===== src/qxmm_div.sv =====
`timescale 1ns / 1ps
// Pipelined restoring divider lane with floor rounding of signed quotients.
module qxmm_div #(
   parameter int NUM_W = 31,
   parameter int DEN_W = 18,
   parameter int QUO_W = 17,
   parameter int STEPS = 2
) (
   input  logic                    clock,
   input  logic                    en,
   input  logic signed [NUM_W-1:0] num_i,
   input  logic        [DEN_W-1:0] den_i,
   output logic signed [QUO_W:0]   quo_o
);

   localparam int MAG_W = NUM_W - 1;
   localparam int REM_W = DEN_W + 1;
   localparam int ACC_W = REM_W + QUO_W;
   localparam int NST   = (QUO_W + STEPS - 1) / STEPS;

   logic [MAG_W-1:0] mag;
   logic [ACC_W-1:0] acc_ff [NST+1];
   logic [ACC_W-1:0] acc_in [NST];
   logic [DEN_W-1:0] den_ff [NST];
   logic             neg_ff [NST+1];
   logic [QUO_W-1:0] quo_mag;
   logic             rem_nz;
   logic [QUO_W:0]   quo_in;
   logic [QUO_W:0]   quo_ff;

   assign mag = num_i[NUM_W-1] ? MAG_W'(-num_i) : MAG_W'(num_i);

   always_comb begin
      for (int s = 0; s < NST; s++) begin
         acc_in[s] = acc_ff[s];
         for (int j = 0; j < STEPS; j++) begin
            if (s * STEPS + j < QUO_W) begin
               acc_in[s] = acc_in[s] << 1;
               if (acc_in[s][ACC_W-1:QUO_W] >= REM_W'(den_ff[s])) begin
                  acc_in[s][ACC_W-1:QUO_W] = acc_in[s][ACC_W-1:QUO_W] - REM_W'(den_ff[s]);
                  acc_in[s][0] = 1'b1;
               end
            end
         end
      end
   end

   assign quo_mag = acc_ff[NST][QUO_W-1:0];
   assign rem_nz  = |acc_ff[NST][ACC_W-1:QUO_W];
   assign quo_in  = neg_ff[NST] ? (~{1'b0, quo_mag}) + (QUO_W+1)'(!rem_nz)
                                : {1'b0, quo_mag};

   always_ff @(posedge clock) begin
      if (en) begin
         acc_ff[0] <= {REM_W'(mag >> QUO_W), mag[QUO_W-1:0]};
         den_ff[0] <= den_i;
         neg_ff[0] <= num_i[NUM_W-1];
         for (int s = 0; s < NST; s++) begin
            acc_ff[s+1] <= acc_in[s];
            neg_ff[s+1] <= neg_ff[s];
         end
         for (int s = 1; s < NST; s++) begin
            den_ff[s] <= den_ff[s-1];
         end
         quo_ff <= quo_in;
      end
   end

   assign quo_o = $signed(quo_ff);

endmodule


===== config.mk =====
export PLATFORM = sky130hd
export DESIGN_NAME = qxmm_div
export DESIGN_NICKNAME = d
export VERILOG_FILES = /design/src/qxmm_div.sv
export SDC_FILE = /design/constraint.sdc
export NUM_CORES = 1
export LEC_CHECK = 0
export ABC_CLOCK_PERIOD_IN_PS = 6910
export BUFFER_PORTS_ARGS = -buffer_cell sky130_fd_sc_hd__buf_2
export CAP_MARGIN = 20
export CORE_MARGIN = 2
export CORE_UTILIZATION = 50
export CTS_CLUSTER_SIZE = 14
export DETAILED_ROUTE_END_ITERATION = 8
export GPL_ROUTABILITY_DRIVEN = 1
export GPL_TIMING_DRIVEN = 1
export PLACE_DENSITY = 0.66
export SLEW_MARGIN = 20
export SYNTH_ARGS = -nofsm -noshare
export SYNTH_HDL_FRONTEND = slang
export SYNTH_SLANG_ARGS = --single-unit

===== constraint.sdc =====
create_clock -name clock -period 6.91 [get_ports clock]
set_input_delay 1.382 -clock clock [delete_from_list [all_inputs] [get_ports clock]]
set_output_delay 1.382 -clock clock [all_outputs]
set_load 0.02 [all_outputs]

# After elaboration in Yosys (flattened, before gate mapping)
# Memory sizes are Yosys's and may differ from the RTL's.
# Index checks and enable logic that the tools add are counted.
[classes]
n_addsub = 19
mul = 0
div_mod_pow = 0
n_lt_le_gt_ge = 17
n_eq_ne = 0
shift = 0
mux = 38
bitwise = 1
n_reduce_logical = 2
[ops]
columns = ["cell", "n"]
rows = [
  ["$ge 19x18->1", 17],
  ["$mux 19", 9],
  ["$sub 19x18->19", 9],
  ["$mux 18", 8],
  ["$sub 18x18->18", 8],
  ["$mux 30", 1],
  ["$neg 30->30", 1],
  ["$mux 1", 19],
  ["$reduce_or 19->1", 1],
  ["$add 18x1->18", 1],
  ["$not 17->18", 1],
  ["$mux 17", 1],
  ["$logic_not 1->1", 1],
]
[totals]
regBits = 18
latch_bits = 0
ram_bits = 532
romBits = 0
input_bits = 51
out_inout_bits = 18
word_cells = 82
mem_count = 3
[memory_table]
columns = ["memory", "depth", "word_bits", "rd", "rd_clocked_by_memory_dff", "wr", "line_no", "source"]
rows = [
  ["acc_ff", 10, 36, 10, 0, 10, "22", "logic [ACC_W-1:0] acc_ff [NST+1];"],
  ["den_ff", 9, 18, 9, 0, 9, "24", "logic [DEN_W-1:0] den_ff [NST];"],
  ["neg_ff", 10, 1, 10, 0, 10, "25", "logic neg_ff [NST+1];"],
]

# Logic depth before layout (Yosys ltp)
# An unclocked memory read counts as a cell.
[depth]
word_depth = 5
ltp_mapped = 25
ltp_nobuf = 23

# Worst setup path before layout
# No wires, ideal clock.
[synth_path]
path_kind = "reg-to-reg"
startpoint = "mem den_ff[1][1], in the netlist den_ff[0][19]"
endpoint = "mem acc_ff[2][28] (netlist name) (data pin)"
t_arrival_ns = 6.034
t_required_ns = 6.648
path_slack_ns = 0.614
path_stages_with_launch = 25
n_path_buf = 3
path_cell_list = "edfxtp_1 inv_1 ha_1 nor2b_1 o31a_1 o41a_1 a221o_1 a41o_1 a31oi_4 buf_1 buf_2 nor2_1 a21oi_1 inv_1 ha_1 nor2b_1 o21ai_0 nand2b_1 a211oi_2 o31ai_1 o41a_1 o221a_2 a2111oi_4 buf_6 mux2_1"
[synth_rtl]
columns = ["element", "line_no"]
rows = [
  ["start, declared", "24"],
  ["end, declared", "22"],
]

==> out/metrics.yaml <==
timing:
  slew_headroom_pct: 36.7
  grt_setup_unrepaired: "no"
  finalSetupViolCount: 0
  hold_violations: 0
  fmax_mhz: 156
  drv_slew: 0
  period_needed_ns: 6.43
  period_share_pct: 93.0
  worstMarginPinSlew_ns: 0.950
  finalSetupTns_ns: 0
  skew_ns: 0.0298
grt:
  grt-busiest-layer: "met2"
  grt_pass1_vias: 24100
  grt_overflow: 0
  antenna_found_initial: 2
  grt_max_degree: 144
  track_usage_pct: 23.1
  use_met3_pct: 3.82
  gr-usage-met1_pct: 33.5
  grt_pass1_wl_um: 130000
  grtUsageMet2_pct: 35.0
synth:
  postSynthAreaPerCell_um2: 11.0
  netlist-cell-type-count: 82
  ys_ff_latch: 536
  syn_nets: 3532
  syn_area_mm2: 0.0347
  yosys_warnings: 0
  synth-main-ff-cell: "edfxtp_1"
  synth-edff-count: 536
  postSynth.asyncResetShare_pct: 0
  synth-seq-area-share_pct: 46.4
  syn_inst: 3159
cts:
  h-tree-depth: 2
  cts_made_buffers: 60
  clkTransAtPathRegs_ns: 0.06
  cts_resized: 0
  clock_path_buffers: 3
  cts_setup_buffers: 0
  root_buffer: "clkbuf_16"
  tritoncts: "done"
  clock_latency_ns: 0.64
  cts.sinks: 536
  ctsHoldBuffers: 0
routing:
  dr.pass1.iters: 5
  viasPerCell: 5.80
  drt_iter0_drc: 1843
  drt_wl_total_um: 82900
  drc: 0
  wl_per_cell_um: 19.5
  vias: 24700
  detail-route-antenna-nets: 0
setup_path:
  path_buf_inv: 3
  worstReg2RegStart: "den_ff[0][91]"
  path_max_fanout: 17
  crit_chain: "inv_1, fa_1, a211o_1, a2111oi_0, nor2_1, o21a_1, o21a_1, o41ai_1, xor2_1, o21ai_0, ha_1, inv_1, o21bai_1, a21o_1, a211o_1, nor3_1, a211oi_1, nor2_1, inv_2, mux2_2"
  worst_setup_path_start_kind: "flop"
  critPathCaptureType: "flop"
  crit_family: "compound AO/OA/AOI/OAI gates"
  cp_data_required_time_ns: 7.27
  crit_arrival_ns: 6.79
  critPathMaxStageDelay_ns: 0.68
  cpMaxStageDelayCell: "a2111oi_0"
  path_class: "flop to flop"
  cp-startpoint: "den_ff[0][91]"
place:
  hpwl_um: 63900
  gp_congestion: 0.926
  placed_cells: 4141
  io_buffers: 68
cells_and_area:
  n_antenna_cell: 0
  final_cells: 4253
  area_delta_synth_final_pct: 10.7
  final_layout_size_suffix_gt1_share_pct: 11.7
  post-route-util_pct: 55.9
  fin_nets: 3646
die:
  ios: 69
  dieArea_mm2: 0.0716
  initial_utilization_pct: 50.5
  num_rows: 96
  die_x_um: 268
  core_mm2: 0.0687
  die_y_um: 268
worst_hold_path:
  worst_hold_startpoint: "acc_ff[1][10]"
  worstHoldPathType: "flop to flop"
flow_run:
  maxCapViolations: 0
outcome:
  outcome: "completed"
[per-stage QoR]
step	area, µm²	hold slack [ns]	worst slack [ns]
after floorplan	34700	0.400	0.614
after global placement	36300	0.401	0.603
after detailed placement	36300	0.405	0.565
after CTS	38400	0.409	0.532
after global routing	38400	0.419	0.0286
final	38400	0.412	0.480
[cells by family (layout without fill, tap and decap cells)]
group | after synthesis | after routing | share of synthesized area, %
AOI/OAI and AO/OA | 827 | 827 | 15.7
and+or+nand+nor | 697 | 697 | 9.60
DFF | 536 | 536 | 46.4
adders and majority gates | 322 | 322 | 12.0
buffers and inverters | 319 | 482 | 3.52
xor gates and xnor gates | 259 | 259 | 6.53
muxes | 199 | 199 | 6.36
[synthesized netlist by cell type (all sizes together) (6+ instances only)]
library cell	n	share of area [%]
a211oi	34	0.76
edfxtp	536	46
nor4	14	0.25
a211o	14	0.35
a221oi	8	0.20
a2111oi	8	0.31
nand2	187	2.0
o21bai	39	0.84
o41a	8	0.26
and2	6	0.11
or3	23	0.41
nor2	189	2.0
clkbuf	23	0.25
mux2i	26	0.75
o31a	12	0.30
nand2b	45	0.81
o41ai	13	0.35
a21boi	16	0.35
o21a	53	1.1
a21oi	226	3.3
inv	278	3.0
a31oi	19	0.39
ha	305	11
a311oi	6	0.15
nor3	68	0.99
fa	17	0.98
xor2	70	1.8
and4	6	0.15
o211ai	14	0.30
nand4	36	0.65
and3	17	0.31
xnor2	189	4.8
a21o	96	2.1
o31ai	29	0.64
nand3	42	0.61
mux2	173	5.6
o21ai	178	2.6
o22ai	6	0.11
buf	18	0.26
nor2b	41	0.74
[registers in the layout, summed over array words and instances (netlist names)]
register and cells:
neg_ff 10, quo_o 18, acc_ff 346, den_ff 162
[cells in the final DEF, fill, tap and decap left out, types with 17 or more instances in the layout]
master | netlist | routed
buf_2 | 10 | 67
a31oi_1 | 18 | 17
fa_1 | 17 | 17
inv_1 | 277 | 277
buf_4 | 1 | 21
o21bai_1 | 39 | 39
o21a_1 | 53 | 53
mux2_2 | 166 | 166
o31ai_1 | 28 | 28
nand3_1 | 42 | 42
a211oi_1 | 32 | 32
o21ai_0 | 177 | 177
a21o_1 | 96 | 96
xor2_1 | 70 | 70
nand2_1 | 187 | 187
nand4_1 | 36 | 36
and3_1 | 17 | 17
nand2b_1 | 45 | 45
xnor2_1 | 189 | 189
mux2i_1 | 26 | 26
edfxtp_1 | 536 | 536
nor3_1 | 67 | 67
nor2b_1 | 41 | 41
clkbuf_16 | 0 | 61
or3_1 | 23 | 23
a21oi_1 | 226 | 224
ha_1 | 305 | 305
nor2_1 | 189 | 189
[layer usage]
metal | vias up | part of all wire, % | wire length [µm]
li1 | 12000 | - | -
met1 | 11800 | 47 | 39200
met2 | 693 | 43 | 35400
met3 | 158 | 6.5 | 5390
met4 | 0 | 3.5 | 2900
met5 | - | 0 | 0
[cell type report]
cell class | instances | area (µm²)
Multi-Input combinational cell | 2304 | 17400
Sequential cell | 536 | 16100
Fill cell | 5896 | 30300
Timing Repair Buffer | 93 | 579
Clock buffer | 65 | 1540
Tap cell | 931 | 1160
Clock inverter | 46 | 579
Inverter | 278 | 1040
[worst paths after layout]
| kind | slack, ns | cells past startpoint | to |
|---|---|---|---|
| worst max-delay path | 0.48 | 20 | acc_ff[6][27] |
| worst min-delay path | 0.41 | 0 | acc_ff[2][12] |
| worst max register to register | 0.48 | 20 | acc_ff[6][27] |
| worst min register to register | 0.41 | 0 | acc_ff[2][12] |
Power is left out: the tool's default activity adds up to more than one toggle a clock period on the data nets, which glitch-free logic cannot reach.
