`src/qxmm_pkg.sv`:
```
`timescale 1ns / 1ps
// Shared types, widths and helpers of the quad X motor mixer.
package qxmm_pkg;

   localparam int FRAC_BITS = 12;
   localparam int ONE_Q     = 1 << FRAC_BITS;

   localparam int CMD_W    = 13;
   localparam int CORR_W   = 16;
   localparam int OFS_W    = CMD_W + 2;
   localparam int THR_W    = 2 * CMD_W - FRAC_BITS;
   localparam int THR2_W   = 16;
   localparam int MIX_W    = 18;
   localparam int SPREAD_W = MIX_W;
   localparam int NUM_W    = MIX_W + CMD_W;
   localparam int QUO_W    = MIX_W - 1;
   localparam int DIV_STEPS  = 2;
   localparam int DIV_STAGES = (QUO_W + DIV_STEPS - 1) / DIV_STEPS;
   localparam int DIV_LAT    = DIV_STAGES + 2;
   localparam int CSR_IDX_W  = 2;
   localparam int REQ_DATA_W = 64;
   localparam int RSP_DATA_W = 56;

   typedef enum logic [CSR_IDX_W-1:0] {
      CSR_SPREAD_LIMIT   = 2'd0,
      CSR_THROTTLE_ZERO  = 2'd1,
      CSR_IDLE_LEVEL     = 2'd2,
      CSR_ALLOW_INCREASE = 2'd3
   } csr_index_type;

   typedef struct packed {
      logic [CMD_W-1:0] spread_limit;
      logic [CMD_W-1:0] throttle_zero;
      logic [CMD_W-1:0] idle_level;
      logic             allow_increase;
   } cfg_type;

   typedef struct packed {
      logic              inverted;
      logic [CORR_W-1:0] yaw_corr;
      logic [CORR_W-1:0] pitch_corr;
      logic [CORR_W-1:0] roll_corr;
      logic [CMD_W-1:0]  throttle;
   } req_type;

   typedef logic [3:0][MIX_W-1:0] mix_vec_type;
   typedef logic [3:0][NUM_W-1:0] num_vec_type;

   typedef struct packed {
      mix_vec_type      m;
      logic [MIX_W-1:0] mn;
      logic [MIX_W-1:0] mx;
      logic             scaled;
      logic             over;
      logic             neg;
   } side_type;

   typedef struct packed {
      logic             range_scaled;
      logic [CMD_W-1:0] motor_back_left;
      logic [CMD_W-1:0] motor_back_right;
      logic [CMD_W-1:0] motor_front_left;
      logic [CMD_W-1:0] motor_front_right;
   } rsp_type;

   function automatic logic [MIX_W-1:0] smin(input logic [MIX_W-1:0] a,
                                             input logic [MIX_W-1:0] b);
      return ($signed(a) < $signed(b)) ? a : b;
   endfunction

   function automatic logic [MIX_W-1:0] smax(input logic [MIX_W-1:0] a,
                                             input logic [MIX_W-1:0] b);
      return ($signed(a) > $signed(b)) ? a : b;
   endfunction

endpackage

```
`src/qxmm_front.sv`:
```
`timescale 1ns / 1ps
// Throttle mapping, X mixer, min/max search and spread products.
module qxmm_front (
   input  logic                                 clock,
   input  logic                                 reset,
   input  logic                                 en,
   input  logic                                 valid_i,
   input  qxmm_pkg::req_type                    req_i,
   input  qxmm_pkg::cfg_type                    cfg_i,
   output logic                                 valid_o,
   output qxmm_pkg::side_type                   side_o,
   output qxmm_pkg::num_vec_type                num_o,
   output logic [qxmm_pkg::SPREAD_W-1:0]        spread_o
);

   localparam int CMD_W  = qxmm_pkg::CMD_W;
   localparam int OFS_W  = qxmm_pkg::OFS_W;
   localparam int THR_W  = qxmm_pkg::THR_W;
   localparam int THR2_W = qxmm_pkg::THR2_W;
   localparam int MIX_W  = qxmm_pkg::MIX_W;
   localparam int FRAC   = qxmm_pkg::FRAC_BITS;

   // stage 1: throttle times range limit
   logic [2*CMD_W-1:0]  thr_prod;
   logic                s1_valid_ff;
   logic [THR_W-1:0]    s1_thr_ff;
   qxmm_pkg::req_type   s1_req_ff;

   // stage 2: map onto throttle_zero..1
   logic signed [OFS_W-1:0]       tz_ofs;
   logic signed [THR_W+OFS_W:0]   t2_prod;
   logic signed [THR2_W-1:0]      t2_in;
   logic                          s2_valid_ff;
   logic signed [THR2_W-1:0]      s2_thr_ff;
   qxmm_pkg::req_type             s2_req_ff;

   // stage 3: mixer
   logic signed [MIX_W-1:0] te, re, pe, ye;
   qxmm_pkg::mix_vec_type   m_in;
   logic                    s3_valid_ff;
   qxmm_pkg::mix_vec_type   s3_m_ff;

   // stage 4: min and max
   logic [MIX_W-1:0]        mn_in, mx_in;
   logic                    s4_valid_ff;
   qxmm_pkg::mix_vec_type   s4_m_ff;
   logic [MIX_W-1:0]        s4_mn_ff, s4_mx_ff;

   // stage 5: spread, flags, numerators
   logic [MIX_W-1:0]                 lim_ext;
   logic [qxmm_pkg::SPREAD_W-1:0]    spread_in;
   qxmm_pkg::num_vec_type            num_in;
   logic                             s5_valid_ff;
   qxmm_pkg::side_type               s5_side_ff;
   qxmm_pkg::num_vec_type            s5_num_ff;
   logic [qxmm_pkg::SPREAD_W-1:0]    s5_spread_ff;

   assign thr_prod = req_i.throttle * cfg_i.spread_limit;

   assign tz_ofs  = signed'(OFS_W'(qxmm_pkg::ONE_Q)) - signed'(OFS_W'(cfg_i.throttle_zero));
   assign t2_prod = signed'({1'b0, s1_thr_ff}) * tz_ofs;
   assign t2_in   = THR2_W'(t2_prod >>> FRAC) + signed'(THR2_W'(cfg_i.throttle_zero));

   assign te = MIX_W'(s2_thr_ff);
   assign re = MIX_W'($signed(s2_req_ff.roll_corr));
   assign pe = MIX_W'($signed(s2_req_ff.pitch_corr));
   assign ye = MIX_W'($signed(s2_req_ff.yaw_corr));

   always_comb begin
      if (s2_req_ff.inverted) begin
         m_in[0] = te + re + pe - ye;
         m_in[1] = te - re + pe + ye;
         m_in[2] = te + re - pe + ye;
         m_in[3] = te - re - pe - ye;
      end else begin
         m_in[0] = te - re - pe + ye;
         m_in[1] = te + re - pe - ye;
         m_in[2] = te - re + pe - ye;
         m_in[3] = te + re + pe + ye;
      end
   end

   assign mn_in = qxmm_pkg::smin(qxmm_pkg::smin(s3_m_ff[0], s3_m_ff[1]),
                                 qxmm_pkg::smin(s3_m_ff[2], s3_m_ff[3]));
   assign mx_in = qxmm_pkg::smax(qxmm_pkg::smax(s3_m_ff[0], s3_m_ff[1]),
                                 qxmm_pkg::smax(s3_m_ff[2], s3_m_ff[3]));

   assign lim_ext   = MIX_W'(cfg_i.spread_limit);
   assign spread_in = s4_mx_ff - s4_mn_ff;

   always_comb begin
      for (int i = 0; i < 4; i++) begin
         num_in[i] = $signed(s4_m_ff[i]) * $signed({1'b0, cfg_i.spread_limit});
      end
   end

   always_ff @(posedge clock) begin
      if (reset) begin
         s1_valid_ff <= 1'b0;
         s2_valid_ff <= 1'b0;
         s3_valid_ff <= 1'b0;
         s4_valid_ff <= 1'b0;
         s5_valid_ff <= 1'b0;
      end else if (en) begin
         s1_valid_ff <= valid_i;
         s2_valid_ff <= s1_valid_ff;
         s3_valid_ff <= s2_valid_ff;
         s4_valid_ff <= s3_valid_ff;
         s5_valid_ff <= s4_valid_ff;
      end
      if (en) begin
         s1_thr_ff <= thr_prod[2*CMD_W-1:FRAC];
         s1_req_ff <= req_i;
         s2_thr_ff <= t2_in;
         s2_req_ff <= s1_req_ff;
         s3_m_ff   <= m_in;
         s4_m_ff   <= s3_m_ff;
         s4_mn_ff  <= mn_in;
         s4_mx_ff  <= mx_in;
         s5_side_ff.m      <= s4_m_ff;
         s5_side_ff.mn     <= s4_mn_ff;
         s5_side_ff.mx     <= s4_mx_ff;
         s5_side_ff.scaled <= spread_in > lim_ext;
         s5_side_ff.over   <= $signed(s4_mx_ff) > $signed(lim_ext);
         s5_side_ff.neg    <= s4_mn_ff[MIX_W-1];
         s5_num_ff    <= num_in;
         s5_spread_ff <= spread_in;
      end
   end

   assign valid_o  = s5_valid_ff;
   assign side_o   = s5_side_ff;
   assign num_o    = s5_num_ff;
   assign spread_o = s5_spread_ff;

endmodule

```
`config.mk`:
```
export PLATFORM = sky130hd
export DESIGN_NAME = qxmm_front
export DESIGN_NICKNAME = d
export VERILOG_FILES = /design/src/qxmm_pkg.sv /design/src/qxmm_front.sv
export SDC_FILE = /design/constraint.sdc
export NUM_CORES = 2
export LEC_CHECK = 0
export BUFFER_PORTS_ARGS = -buffer_cell sky130_fd_sc_hd__buf_2
export CAP_MARGIN = 20
export CORE_MARGIN = 1.5
export CORE_UTILIZATION = 55
export DETAILED_ROUTE_END_ITERATION = 16
export GPL_ROUTABILITY_DRIVEN = 0
export GPL_TIMING_DRIVEN = 0
export PLACE_DENSITY = 0.77
export SETUP_SLACK_MARGIN = 0.02
export SYNTH_ARGS = -nofsm -noshare
export SYNTH_HDL_FRONTEND = slang
export SYNTH_SLANG_ARGS = --single-unit
```
`constraint.sdc`:
```
create_clock -name clock -period 26.5 [get_ports clock]
set_input_delay 2.65 -clock clock [delete_from_list [all_inputs] [get_ports clock]]
set_output_delay 2.65 -clock clock [all_outputs]
set_load 0.05 [all_outputs]
```
Yosys cells after proc, flatten, opt, wreduce, memory -nomap -nowiden

Cells that the tools add are included.

Multipliers: 6
Order comparisons: 8
Mux-type cells: 7
Add/sub/neg operators: 17

Operators by type and width:

| cell                   | count |
|---|---|
| $mul 18x14->31         | 4 |
| $mux 18                | 6 |
| $add 18x16->18         | 4 |
| $mux 72                | 1 |
| $sub 18x16->18         | 4 |
| $gt 18x18->1           | 3 |
| $lt 18x18->1           | 3 |
| $add 17x16->18         | 2 |
| $sub 17x16->18         | 2 |
| $mul 15x14->28         | 1 |
| $mul 13x13->26         | 1 |
| $gt 18x13->1           | 1 |
| $gt 18x14->1           | 1 |
| $sub 18x18->18         | 1 |
| $add 16x16->17         | 1 |
| $sub 16x16->17         | 1 |
| $add 16x14->16         | 1 |
| $sub 13x13->14 const A | 1 |

Word-level logic and storage cells: 77
Input port bits: 106
Output and inout bits: 254
Register bits: 566

Logic depth before layout (Yosys ltp)

Depth in word-level cells: 4
Gate-level depth with buffers: 38
Gate-level depth less buffers: 37

Worst setup path after synthesis

Ideal clock, no wire load.

Kind: input -> register
Start: input cfg_i[14] in the netlist's numbering
End: register s2_thr_ff[14] (data pin)
Arrival time: 10.688 ns
Path buffers: 2
Slack: 15.552 ns
Cell stages on the path: 35
Setup time: 0.261 ns
Data required time: 26.239 ns
Path through: clkbuf_1 > inv_1 > ha_1 > nand2_1 > or4b_2 > xnor2_1 > clkbuf_1 > nand2_1 > fa_1 > fa_1 > inv_1 > fa_1 > fa_1 > fa_1 > inv_1 > fa_1 > inv_1 > ha_1 > o21a_1 > o21ai_0 > a211oi_1 > o21a_1 > o21ai_0 > nand2b_1 > a21o_1 > a21oi_1 > xnor2_1 > ha_1 > and3_1 > a21oi_1 > o21ai_0 > o41ai_1 > o21ai_0 > a221o_1 > xor2_1

Word-level cells in the longest chain between the ends: 3

Ends and longest elaborated chain:

| element              | line              | source |
|---|---|---|
| from (decl)          | qxmm_front.sv:9   | `input qxmm_pkg::cfg_type cfg_i,` |
| $sub 13x13->14       | qxmm_front.sv:60  | `assign tz_ofs = signed'(OFS_W'(qxmm_pkg::ONE_Q)) - signed'(OFS_W'(cfg_i.throttle_zero));` |
| $mul 15x14->28       | qxmm_front.sv:61  | `assign t2_prod = signed'({1'b0, s1_thr_ff}) * tz_ofs;` |
| $add 16x14->16 *     | qxmm_front.sv:62  | `assign t2_in = THR2_W'(t2_prod >>> FRAC) + signed'(THR2_W'(cfg_i.throttle_zero));` |
| net t2_in[14]        | qxmm_front.sv:32  | `logic signed [THR2_W-1:0] t2_in;` |
| to (signal assigned) | qxmm_front.sv:114 | `s2_thr_ff <= t2_in;` |
| to (decl)            | qxmm_front.sv:34  | `logic signed [THR2_W-1:0] s2_thr_ff;` |

Mark *: on every way through the listed nets, which the timed path passes. The rest lies on a longest branch.
A chain may end at the register's enable or synchronous reset.

Final worst setup path

Ends and elaborated chain as after synthesis.

==> run metrics <==
CP Data Required Time 26.94 ns; Num CTS Buffers 60; via-per-instance ratio 5.81; area occupied by multi-input gates 54900 µm²; worst-margin pin slew 1.26 ns; critical path arrival 12.94 ns; status completed; # H-tree levels 2; Post-Synthesis Cells 7937; Reg-to-Reg End s2_thr_ff[14]; Hold Fails Final Rpt 0; initial drt markers 5918; # IOs 360; Area Overhead vs Synth 8.28%; placed wire-length estimate 190000 µm; CTS-repair resized insts 0; worst hold path class reg -> reg; Post-Syn Nets 10000; global-route usage over all layers 31.9%; final setup fails 0; Setup Fix Bufs, Post-CTS 0; Max Clock Freq 80.0 MHz; WHS Path Cells 0; initial antenna violation count 37; kind of critical path in -> reg; Clock transition at path regs 0.06 ns; hold buffer count at cts 0; Worst slew margin 16.3%; fin crit period 12.49 ns; Crit-path slowest cell or4b_2; clk_lat worst skew 0.76 ns; fill cell count 11500; Fin Setup TNS 0 ns; Top cell by count, worst path fa_1; Worst R2R Setup Slack 17.22 ns; Syn. warnings 0; #FFs+latches synth 565; core area 142000 µm²; library cells used by synthesis 82; sequential cell area fraction in the yosys report 21.6%; ys async rst share 0%; Avg Inst Size Synth 9.89 µm²; via count 60000; crit share post-route 47.1%; DRT Pass-1 Iters 8; R2R depth 30; final core utilization 60.0%; Die ar. 145000 µm²; CTS tree built; num rows 138; EDFF count, synth 560; Worst Hold Endpoint pe[5]; most frequent cells in the layout inv_1 (1448), fa_1 (1157), ha_1 (832); Max Cap Violations 0; Die H 381 µm; CP max FO 10; share of layout cells above drive strength 1 6.17%; Final ANT Viol Nets 0; Die X 381 µm; largest net degree at the start of global routing 135; clk sink count 565; first-pass GRT wire length 351000 µm; Seq. cell area 16900 µm²; Max clock buf depth 3; ys flop type edfxtp_1; I/O Buffers 334; Max Slew Vio Count 0; commonest non-fill, non-tap cell in the layout inv_1; root buffer cell clkbuf_16; RR Startpoint s1_thr_ff[6]; Remaining Overflow, GRT 0; routed length per instance 22.4 µm; Post-layout nets 10500; Worst setup EP type register; crit path launch type input port; clock skew 0.108 ns; Starting Density 55.4%; RSZ-0062 raised after global routing no; vias in the first global route 61300; CP peak stage delay 0.66 ns; Synth Cell Area 78500 µm²; residual DRC count 0; routed wire length 231000 µm; Hold Startpoint s1_req_ff[34]
[sequential cells by signal, summed over array words and instances (netlist names), 17 cells and up]
signal     cells
s4_mx_ff      18
s1_req_ff     49
s4_mn_ff      18
s4_m_ff       72
s2_req_ff     17
spread_o      18
s3_m_ff       72
num_o        124
side_o       110
[worst max path at each step]
stage,startpoint,to,slack [ns]
2_1_floorplan,cfg_i[14],s2_thr_ff[14],15.55
3_3_place_gp,cfg_i[14],s2_thr_ff[14],13.66
3_5_place_dp,cfg_i[14],s2_thr_ff[14],13.57
4_1_cts,cfg_i[14],s2_thr_ff[14],14.24
5_1_grt,cfg_i[14],s2_thr_ff[14],13.53
6_report,cfg_i[14],s2_thr_ff[14],14.01
[worst max-delay path: cells and delay by family]
family	cells	cell delay [ns]
and+or+nand+nor	5	1.29
AOI/OAI and AO/OA	12	2.69
buffers and inverters	7	1.25
adders and majority gates	9	3.89
xor gates and xnor gates	3	1.11
[final cells by class]
type,instances,share of cell area [%]
plain buffers,318,1.44
inverters,1451,6.41
well taps,1890,2.78
multi-input cells,5603,64.6
clock inverters,40,0.523
repair buffers,358,2.45
diodes,25,0.0736
clock buffers,70,1.81
flip-flops and latches,565,19.9
[through the flow]
step / instances / instance area (µm²) / setup slack (ns) / hold slack, ns
2_1_floorplan: 7937 / 78500 / 15.55 / 0.400
3_3_place_gp: 10200 / 82500 / 13.66 / 0.404
3_5_place_dp: 10200 / 82900 / 13.57 / 0.405
4_1_cts: 10300 / 84800 / 14.24 / 0.419
5_1_grt: 10300 / 84900 / 13.53 / 0.424
6_report: 10300 / 85000 / 14.01 / 0.417
[cell usage after synthesis, types with 13 or more instances]
| cell | number | area (µm²) |
|---|---|---|
| o31ai_1 | 20 | 150 |
| a21oi_1 | 303 | 1520 |
| o21bai_1 | 58 | 435 |
| inv_1 | 1448 | 5440 |
| or3_1 | 28 | 175 |
| o21ai_0 | 161 | 806 |
| nor3_1 | 100 | 500 |
| mux2_2 | 22 | 248 |
| nand3_1 | 71 | 355 |
| o21a_1 | 42 | 315 |
| nand3b_1 | 13 | 97.6 |
| or2_2 | 21 | 131 |
| clkbuf_1 | 306 | 1150 |
| fa_1 | 1157 | 23200 |
| nor2b_1 | 47 | 294 |
| nand2_1 | 771 | 2890 |
| xnor2_1 | 296 | 2590 |
| nor2_1 | 315 | 1180 |
| nand4_1 | 31 | 194 |
| edfxtp_1 | 560 | 16800 |
| xor2_1 | 88 | 771 |
| ha_1 | 832 | 10400 |
| a211o_1 | 15 | 131 |
| a21o_1 | 105 | 788 |
| and2_1 | 680 | 4250 |
| nand2b_1 | 46 | 288 |
| o211ai_1 | 21 | 158 |
| a211oi_1 | 35 | 263 |
| nor4_1 | 15 | 93.8 |
| o41ai_1 | 16 | 140 |
| mux2i_1 | 83 | 831 |
| and3_1 | 29 | 181 |
| a31oi_1 | 32 | 200 |
[cell families after synthesis]
| group | Yosys count | share of synthesized area (%) |
|---|---|---|
| AO/OA/AOI/OAI | 926 | 7.60 |
| XOR/XNOR | 385 | 4.32 |
| adder cells (fa/ha/maj) | 1989 | 42.8 |
| buffers and inverters | 1769 | 8.49 |
| flip-flops | 565 | 21.6 |
| multiplexers | 105 | 1.37 |
| AND/OR/NAND/NOR | 2198 | 13.9 |
[metal layers]
metal  vias up  track usage, %  part of all wire [%]
li1      26200               -                     -
met2      3426            48.7                    44
met5         -           0.728                  0.19
met4        26            20.4                   7.9
met3       962            10.0                    13
met1     29400            39.0                    36
Power is left out: the tool's default activity adds up to more than one toggle a clock period on the data nets, which glitch-free logic cannot reach.
