===== src/qxmm_pkg.sv =====
`timescale 1ns / 1ps
// Shared types, widths and helpers of the quad X motor mixer.
package qxmm_pkg;

   localparam int FRAC_BITS = 12;
   localparam int ONE_Q     = 1 << FRAC_BITS;

   localparam int CMD_W    = 13;
   localparam int CORR_W   = 16;
   localparam int OFS_W    = CMD_W + 2;
   localparam int THR_W    = 2 * CMD_W - FRAC_BITS;
   localparam int THR2_W   = 16;
   localparam int MIX_W    = 18;
   localparam int SPREAD_W = MIX_W;
   localparam int NUM_W    = MIX_W + CMD_W;
   localparam int QUO_W    = MIX_W - 1;
   localparam int DIV_STEPS  = 2;
   localparam int DIV_STAGES = (QUO_W + DIV_STEPS - 1) / DIV_STEPS;
   localparam int DIV_LAT    = DIV_STAGES + 2;
   localparam int CSR_IDX_W  = 2;
   localparam int REQ_DATA_W = 64;
   localparam int RSP_DATA_W = 56;

   typedef enum logic [CSR_IDX_W-1:0] {
      CSR_SPREAD_LIMIT   = 2'd0,
      CSR_THROTTLE_ZERO  = 2'd1,
      CSR_IDLE_LEVEL     = 2'd2,
      CSR_ALLOW_INCREASE = 2'd3
   } csr_index_type;

   typedef struct packed {
      logic [CMD_W-1:0] spread_limit;
      logic [CMD_W-1:0] throttle_zero;
      logic [CMD_W-1:0] idle_level;
      logic             allow_increase;
   } cfg_type;

   typedef struct packed {
      logic              inverted;
      logic [CORR_W-1:0] yaw_corr;
      logic [CORR_W-1:0] pitch_corr;
      logic [CORR_W-1:0] roll_corr;
      logic [CMD_W-1:0]  throttle;
   } req_type;

   typedef logic [3:0][MIX_W-1:0] mix_vec_type;
   typedef logic [3:0][NUM_W-1:0] num_vec_type;

   typedef struct packed {
      mix_vec_type      m;
      logic [MIX_W-1:0] mn;
      logic [MIX_W-1:0] mx;
      logic             scaled;
      logic             over;
      logic             neg;
   } side_type;

   typedef struct packed {
      logic             range_scaled;
      logic [CMD_W-1:0] motor_back_left;
      logic [CMD_W-1:0] motor_back_right;
      logic [CMD_W-1:0] motor_front_left;
      logic [CMD_W-1:0] motor_front_right;
   } rsp_type;

   function automatic logic [MIX_W-1:0] smin(input logic [MIX_W-1:0] a,
                                             input logic [MIX_W-1:0] b);
      return ($signed(a) < $signed(b)) ? a : b;
   endfunction

   function automatic logic [MIX_W-1:0] smax(input logic [MIX_W-1:0] a,
                                             input logic [MIX_W-1:0] b);
      return ($signed(a) > $signed(b)) ? a : b;
   endfunction

endpackage


===== src/qxmm_back.sv =====
`timescale 1ns / 1ps
// Desaturation shift, clamp and idle-level mapping of the motor commands.
module qxmm_back (
   input  logic                   clock,
   input  logic                   reset,
   input  logic                   en,
   input  logic                   valid_i,
   input  qxmm_pkg::side_type     side_i,
   input  qxmm_pkg::mix_vec_type  quo_i,
   input  qxmm_pkg::cfg_type      cfg_i,
   output logic                   valid_o,
   output qxmm_pkg::rsp_type      rsp_o
);

   localparam int CMD_W  = qxmm_pkg::CMD_W;
   localparam int OFS_W  = qxmm_pkg::OFS_W;
   localparam int MIX_W  = qxmm_pkg::MIX_W;
   localparam int FRAC   = qxmm_pkg::FRAC_BITS;
   localparam int PROD_W = CMD_W + 1 + OFS_W;
   localparam int V_W    = PROD_W - FRAC + 1;

   typedef logic [3:0][CMD_W-1:0]  cmd_vec_type;
   typedef logic [3:0][PROD_W-1:0] prod_vec_type;

   // stage 1: pick scaled or raw commands, work out the shift
   logic [MIX_W-1:0]        qmin;
   logic [MIX_W-1:0]        reduce_in;
   qxmm_pkg::mix_vec_type   sel_in;
   logic                    b1_valid_ff, b1_scaled_ff;
   qxmm_pkg::mix_vec_type   b1_sel_ff;
   logic [MIX_W-1:0]        b1_reduce_ff;

   // stage 2: shift and clamp
   logic                    apply;
   logic signed [MIX_W:0]   diff [4];
   cmd_vec_type             clamp_in;
   logic                    b2_valid_ff, b2_scaled_ff;
   cmd_vec_type             b2_cmd_ff;

   // stage 3: idle scaling product
   logic signed [OFS_W-1:0] io_ofs;
   prod_vec_type            prod_in;
   logic                    b3_valid_ff, b3_scaled_ff;
   prod_vec_type            b3_prod_ff;

   // stage 4: add offset and saturate
   logic signed [V_W-1:0]   v [4];
   cmd_vec_type             out_in;
   logic                    b4_valid_ff, b4_scaled_ff;
   cmd_vec_type             b4_cmd_ff;

   assign qmin = qxmm_pkg::smin(qxmm_pkg::smin(quo_i[0], quo_i[1]),
                                qxmm_pkg::smin(quo_i[2], quo_i[3]));

   always_comb begin
      if (side_i.scaled) begin
         reduce_in = qmin;
      end else if (side_i.over) begin
         reduce_in = side_i.mx - MIX_W'(cfg_i.spread_limit);
      end else if (side_i.neg) begin
         reduce_in = side_i.mn;
      end else begin
         reduce_in = '0;
      end
      for (int i = 0; i < 4; i++) begin
         sel_in[i] = side_i.scaled ? quo_i[i] : side_i.m[i];
      end
   end

   assign apply = ($signed(b1_reduce_ff) > 0) ||
                  (cfg_i.allow_increase && (b1_reduce_ff != '0));

   always_comb begin
      for (int i = 0; i < 4; i++) begin
         diff[i] = (MIX_W+1)'($signed(b1_sel_ff[i]));
         if (apply) begin
            diff[i] = diff[i] - (MIX_W+1)'($signed(b1_reduce_ff));
         end
         if (diff[i] < 0) begin
            clamp_in[i] = '0;
         end else if (diff[i] > (MIX_W+1)'(qxmm_pkg::ONE_Q)) begin
            clamp_in[i] = CMD_W'(qxmm_pkg::ONE_Q);
         end else begin
            clamp_in[i] = diff[i][CMD_W-1:0];
         end
      end
   end

   assign io_ofs = signed'(OFS_W'(qxmm_pkg::ONE_Q)) - signed'(OFS_W'(cfg_i.idle_level));

   always_comb begin
      for (int i = 0; i < 4; i++) begin
         prod_in[i] = signed'({1'b0, b2_cmd_ff[i]}) * io_ofs;
      end
   end

   always_comb begin
      for (int i = 0; i < 4; i++) begin
         v[i] = V_W'($signed(b3_prod_ff[i]) >>> FRAC) + signed'(V_W'(cfg_i.idle_level));
         if (v[i] < 0) begin
            out_in[i] = '0;
         end else if (|v[i][V_W-2:CMD_W]) begin
            out_in[i] = '1;
         end else begin
            out_in[i] = v[i][CMD_W-1:0];
         end
      end
   end

   always_ff @(posedge clock) begin
      if (reset) begin
         b1_valid_ff <= 1'b0;
         b2_valid_ff <= 1'b0;
         b3_valid_ff <= 1'b0;
         b4_valid_ff <= 1'b0;
      end else if (en) begin
         b1_valid_ff <= valid_i;
         b2_valid_ff <= b1_valid_ff;
         b3_valid_ff <= b2_valid_ff;
         b4_valid_ff <= b3_valid_ff;
      end
      if (en) begin
         b1_scaled_ff <= side_i.scaled;
         b1_sel_ff    <= sel_in;
         b1_reduce_ff <= reduce_in;
         b2_scaled_ff <= b1_scaled_ff;
         b2_cmd_ff    <= clamp_in;
         b3_scaled_ff <= b2_scaled_ff;
         b3_prod_ff   <= prod_in;
         b4_scaled_ff <= b3_scaled_ff;
         b4_cmd_ff    <= out_in;
      end
   end

   assign valid_o                 = b4_valid_ff;
   assign rsp_o.motor_front_right = b4_cmd_ff[0];
   assign rsp_o.motor_front_left  = b4_cmd_ff[1];
   assign rsp_o.motor_back_right  = b4_cmd_ff[2];
   assign rsp_o.motor_back_left   = b4_cmd_ff[3];
   assign rsp_o.range_scaled      = b4_scaled_ff;

endmodule


===== config.mk =====
export PLATFORM = sky130hd
export DESIGN_NAME = qxmm_back
export DESIGN_NICKNAME = d
export VERILOG_FILES = /design/src/qxmm_pkg.sv /design/src/qxmm_back.sv
export SDC_FILE = /design/constraint.sdc
export NUM_CORES = 2
export LEC_CHECK = 0
export BUFFER_PORTS_ARGS = -buffer_cell sky130_fd_sc_hd__buf_2
export CORE_MARGIN = 2
export CORE_UTILIZATION = 40
export CTS_CLUSTER_DIAMETER = 40
export DETAILED_ROUTE_END_ITERATION = 8
export GPL_TIMING_DRIVEN = 0
export PLACE_DENSITY = 0.54
export REMOVE_ABC_BUFFERS = 1
export SLEW_MARGIN = 40
export SYNTH_ARGS = -nofsm -noshare
export SYNTH_HDL_FRONTEND = slang
export SYNTH_SLANG_ARGS = --single-unit

===== constraint.sdc =====
create_clock -name clock -period 15.6 [get_ports clock]
set_input_delay 1.56 -clock clock [delete_from_list [all_inputs] [get_ports clock]]
set_output_delay 1.56 -clock clock [all_outputs]
set_load 0.01 [all_outputs]

# Yosys cells after proc, flatten, opt, wreduce, memory -nomap -nowiden
# Index checks and enable logic that the tools add are counted.
dict set report classes {
  mux 22
  addsub 10
  magnitude_cmp 16
  multipliers 4
  reduce_logical 11
}
# operator count
set ops {}
lappend ops {{18-bit 2-to-1 mux} 10}
lappend ops {{14-bit by 14-bit multiplier with 28-bit output} 4}
lappend ops {{13-bit 2-to-1 mux} 8}
lappend ops {{19-bit by 14-bit > comparator with 1-bit output (second input constant)} 4}
lappend ops {{19-bit by 1-bit < comparator with 1-bit output (second input constant)} 4}
lappend ops {{19-bit 2-to-1 mux} 4}
lappend ops {{18-bit by 18-bit subtractor with 19-bit output} 4}
lappend ops {{16-bit by 14-bit adder with 17-bit output} 4}
lappend ops {{17-bit by 1-bit < comparator with 1-bit output (second input constant)} 4}
lappend ops {{18-bit < comparator} 3}
lappend ops {{18-bit by 1-bit > comparator with 1-bit output (second input constant)} 1}
lappend ops {{18-bit nonzero test} 1}
lappend ops {{18-bit by 13-bit subtractor with 18-bit output} 1}
lappend ops {{4-bit OR reduction} 4}
lappend ops {{13-bit by 13-bit subtractor with 14-bit output (first input constant)} 1}
lappend ops {{2-bit OR reduction} 4}
lappend ops {{1-bit logical AND} 1}
lappend ops {{1-bit logical OR} 1}
dict set report totals {
  out_inout_bits 54
  register_bits 314
  input_bits 227
  wordCells 92
}

# Longest topological paths before layout
dict set report logic_depth {
  ltp_word 6
  mapped_depth 32
  mapped_depth_nobuf 29
}

# Least setup slack after synthesis
# OpenSTA, ideal clock, no wires.
dict set report synth_path {
  path_kind {input -> register}
  from {in cfg_i[1] (netlist bit)}
  to {reg b3_prod_ff[114] (netlist name)}
  required_time_ns 15.340
  cell_stages 30
  slack_ns 6.916
  setup_time_ns 0.260
  t_arrival_ns 8.424
  path_buffers 3
  cell_sequence {clkbuf_1 -> clkbuf_1 -> inv_1 -> ha_1 -> nand2b_1 -> nor4_1 -> nand2_1 -> xor2_1 -> clkbuf_1 -> nand2_1 -> fa_1 -> inv_1 -> fa_1 -> inv_1 -> fa_1 -> fa_1 -> fa_1 -> fa_1 -> inv_1 -> ha_1 -> a211oi_1 -> o21ai_0 -> o211ai_1 -> a21boi_0 -> o31a_1 -> a41o_1 -> o41a_1 -> a21o_1 -> a21oi_1 -> xnor2_1}
}
# item line
set synth_rtl {}
lappend synth_rtl {{start, declared} qxmm_back.sv:10} ;# input qxmm_pkg::cfg_type cfg_i,

==> flow_summary.toml <==
[outcome]
outcome = "finished, final reports clean"

[floorplan]
start_util_pct = 40.4
die_area_um2 = 111000
core_um2 = 107000
io_pins = 281
die_y_um = 333
dieWidth_um = 333
num_rows = 120

[placed_design]
dp.cells = 6168
place.gp.congestion = 0.891
post-place-ws_ps = 5220
placed_cell_area_um2 = 46900
post-dp-hpwl_um = 98800
io_buffers = 267

[detailed_routing]
wire_per_inst_um = 19.3
drt_iter0_drc = 1639
first_pass_iters = 5
routed_via_density = 5.18
vias = 32500
drc = 0
antenna_left = 0
wl_um = 121000

[setup_path]
worstSetupEndpointType = "register"
cp_slowest_cell = "fa_1"
cp-startpoint = "cfg_i[1]"
start_kind = "input port"
critPathBufInv = 7
reg2reg_depth = 22
arrival_ps = 9810
crit_family = "adder cells"
ff2ff_setup_slack_ps = 8200
path_common_cell = "fa_1"
critPathRequiredTime_ps = 15970
r2r_start = "b2_cmd_ff[33]"
crit_fanout = 54
r2r_end = "b3_prod_ff[85]"
slowest_delay_ps = 530
critical_path_class = "in -> reg"

[finish]
fillers = 10400
final_cell_mix = "738 x inv_1, 604 x ha_1, 525 x fa_1"
mostFrequentLayoutCell = "inv_1"
final_core_util_pct = 45.4
layout-drive-gt1-share_pct = 12.8
fin_nets = 6179
area_growth_pct = 12.2
design_area_um2 = 48700
final_cells = 6273

[clocking]
clk_pin_slew_ps = 50
cts_tree = "built"
cts_max_path_buffers = 3
cts_buffers = 55
htreeDepth = 2
cts_num_sinks = 266
clk-insertion-delay-late_ps = 640
cts.hold.buffers_added = 0
post_cts_buffers = 0
post_cts_resized = 0
ctsRootBufferMaster = "clkbuf_16"

[pwr]
power_switching_mw = 2.74
ir_worst_vdd_mv = 0.0788
leakage_nw = 23.7
p_per_area_nw_per_um2 = 128
p_total_mw = 6.23
p_sw_share_pct = 44.0
p_comb_share_pct = 62.7
internal_power_mw = 3.49
sequentialPowerShare_pct = 19.5
p_clk_share_pct = 17.8

[sta]
min_period_ps = 9430
fin_ws_ps = 6170
finalCritPeriodShare_pct = 60.5
setup_violations = 0
tightest_slew_ps = 879
hold_viol = 0
fin_worst_skew_ps = 36.8
rsz0062_at_grt = "no"
max_freq_ghz = 0.106
finalMaxSlewViolations = 0
worst_slew_margin_rel_pct = 41.0
tns_ps = 0
holdWs_ps = 418

[synth]
synthCells = 4588
yosysWarnings = 0
ys_types = 85
ys.flop_type = "edfxtp_1"
synth_edf_count = 262
seq_area_frac_synth_pct = 18.3
synth_area_um2 = 43400
avgSynthCellArea_um2 = 9.46
async_flop_share_pct = 0
ys_seq_elements = 266

[worst_hold_path]
hp-class = "reg -> reg"
hold_depth = 0
hold_start = "b3_scaled_ff"
min_to = "b4_scaled_ff"

[global_route]
overflow = 0
top_usage_layer = "met2"
grtUsageTotal_pct = 22.0
gr-usage-met1_pct = 29.4
met3_usage_pct = 3.56
grt_max_degree = 75
grt_util_met2_pct = 36.6
antenna_found_initial = 21
grt_pass1_vias = 33600
grt_pass1_wl_um = 191000

[flow_run]
cap_violations = 0
kinds of logic (layout without fill, tap and decap cells):
| logic type | Yosys count | in the layout | share of synthesized area [%] |
|---|---|---|---|
| other | 0 | 8 | 0 |
| xor gates and xnor gates | 159 | 159 | 3.21 |
| buffers and inverters | 912 | 1186 | 7.99 |
| AOI/OAI and AO/OA | 629 | 629 | 9.73 |
| and+or+nand+nor | 1355 | 1355 | 15.7 |
| muxes | 137 | 137 | 3.42 |
| DFF | 266 | 266 | 18.3 |
| adders and majority gates | 1130 | 1130 | 41.6 |
cells in the mapped netlist (7+ instances only):
| cell | n | share of area, % |
|---|---|---|
| nor4_1 | 22 | 0.32 |
| o21ai_0 | 140 | 1.6 |
| and2_1 | 400 | 5.8 |
| o31ai_1 | 13 | 0.22 |
| edfxtp_1 | 262 | 18 |
| and3_1 | 23 | 0.33 |
| xor2_1 | 56 | 1.1 |
| a221oi_1 | 9 | 0.18 |
| nor3_1 | 56 | 0.65 |
| o21a_1 | 40 | 0.69 |
| ha_1 | 605 | 17 |
| a31oi_1 | 19 | 0.27 |
| mux2_2 | 91 | 2.4 |
| o21bai_1 | 18 | 0.31 |
| o31a_1 | 10 | 0.20 |
| a31o_2 | 15 | 0.30 |
| xnor2_1 | 103 | 2.1 |
| nand4_1 | 17 | 0.24 |
| a22oi_1 | 8 | 0.14 |
| buf_4 | 7 | 0.12 |
| nor2b_1 | 34 | 0.49 |
| clkbuf_1 | 158 | 1.4 |
| nand3_1 | 45 | 0.52 |
| or3_1 | 21 | 0.30 |
| a21oi_1 | 153 | 1.8 |
| nand3b_1 | 8 | 0.14 |
| nor2_1 | 228 | 2.0 |
| or2_2 | 42 | 0.61 |
| mux2i_1 | 46 | 1.1 |
| o22ai_1 | 7 | 0.10 |
| nand2_1 | 410 | 3.5 |
| nand2b_1 | 26 | 0.37 |
| a21o_1 | 66 | 1.1 |
| a211o_1 | 7 | 0.14 |
| o2111ai_1 | 8 | 0.16 |
| fa_1 | 525 | 24 |
| inv_1 | 739 | 6.4 |
| o41ai_1 | 11 | 0.22 |
| o211ai_1 | 12 | 0.21 |
| a211oi_1 | 24 | 0.42 |
sequential cells by signal (all words and copies together) (netlist names):
signal        cells
b3_prod_ff       64
b4_scaled_ff      1
b2_scaled_ff      1
b3_scaled_ff      1
b1_reduce_ff     18
rsp_o            52
b1_sel_ff        72
b2_valid_ff       1
valid_o           1
b1_valid_ff       1
b3_valid_ff       1
b1_scaled_ff      1
b2_cmd_ff        52
power by group through the flow:
stage	clock (mW)	combinational [mW]	sequential [mW]
finish	1.11	3.90	1.21
global route	1.17	4.47	1.23
CTS	1.14	3.94	1.22
detailed placement	0	3.89	1.23
global placement	0	3.84	1.23
floorplan	0	2.80	1.21
how the worst max path moves through the flow:
stage,end,cells past startpoint,slack (ps)
floorplan,b3_prod_ff[114],22,4900
global placement,b3_prod_ff[56],23,-1370
detailed placement,b3_prod_ff[56],30,5220
CTS,b3_prod_ff[56],30,5850
global route,b3_prod_ff[56],30,5690
finish,b3_prod_ff[56],30,6170
worst register-to-register path, stage by stage, from the launching register on:
cell and delay [ps]:
edfxtp_1 700, and2_1 310, fa_1 540, inv_1 50, fa_1 470, inv_1 50
fa_1 500, inv_1 60, fa_1 530, inv_1 50, fa_1 470, inv_1 50
fa_1 490, inv_1 40, ha_1 280, o2111a_1 140, a2111oi_2 710, o31ai_1 280
a221o_1 390, a41oi_1 390, o21ai_1 200, o41ai_1 360, xnor2_1 100
layout make-up:
type,instances,area (µm²),share of cell area (%)
clock buffers,59,1390,2.86
multi-input cells,3410,32200,66.1
repair buffers,350,2270,4.67
clock inverters,38,358,0.735
flip-flops and latches,266,7950,16.3
diodes,8,20.0,0.0411
inverters,739,2770,5.69
well taps,1403,1760,3.60
layer usage:
metal | wire, µm | share of wire, % | up-vias
met2 | 56300 | 47 | 763
met1 | 54400 | 45 | 15900
met3 | 6530 | 5.4 | 157
met4 | 3400 | 2.8 | 22
met5 | 123 | 0.10 | -
li1 | - | - | 15600
No activity file was read; power rests on OpenSTA's default activity.
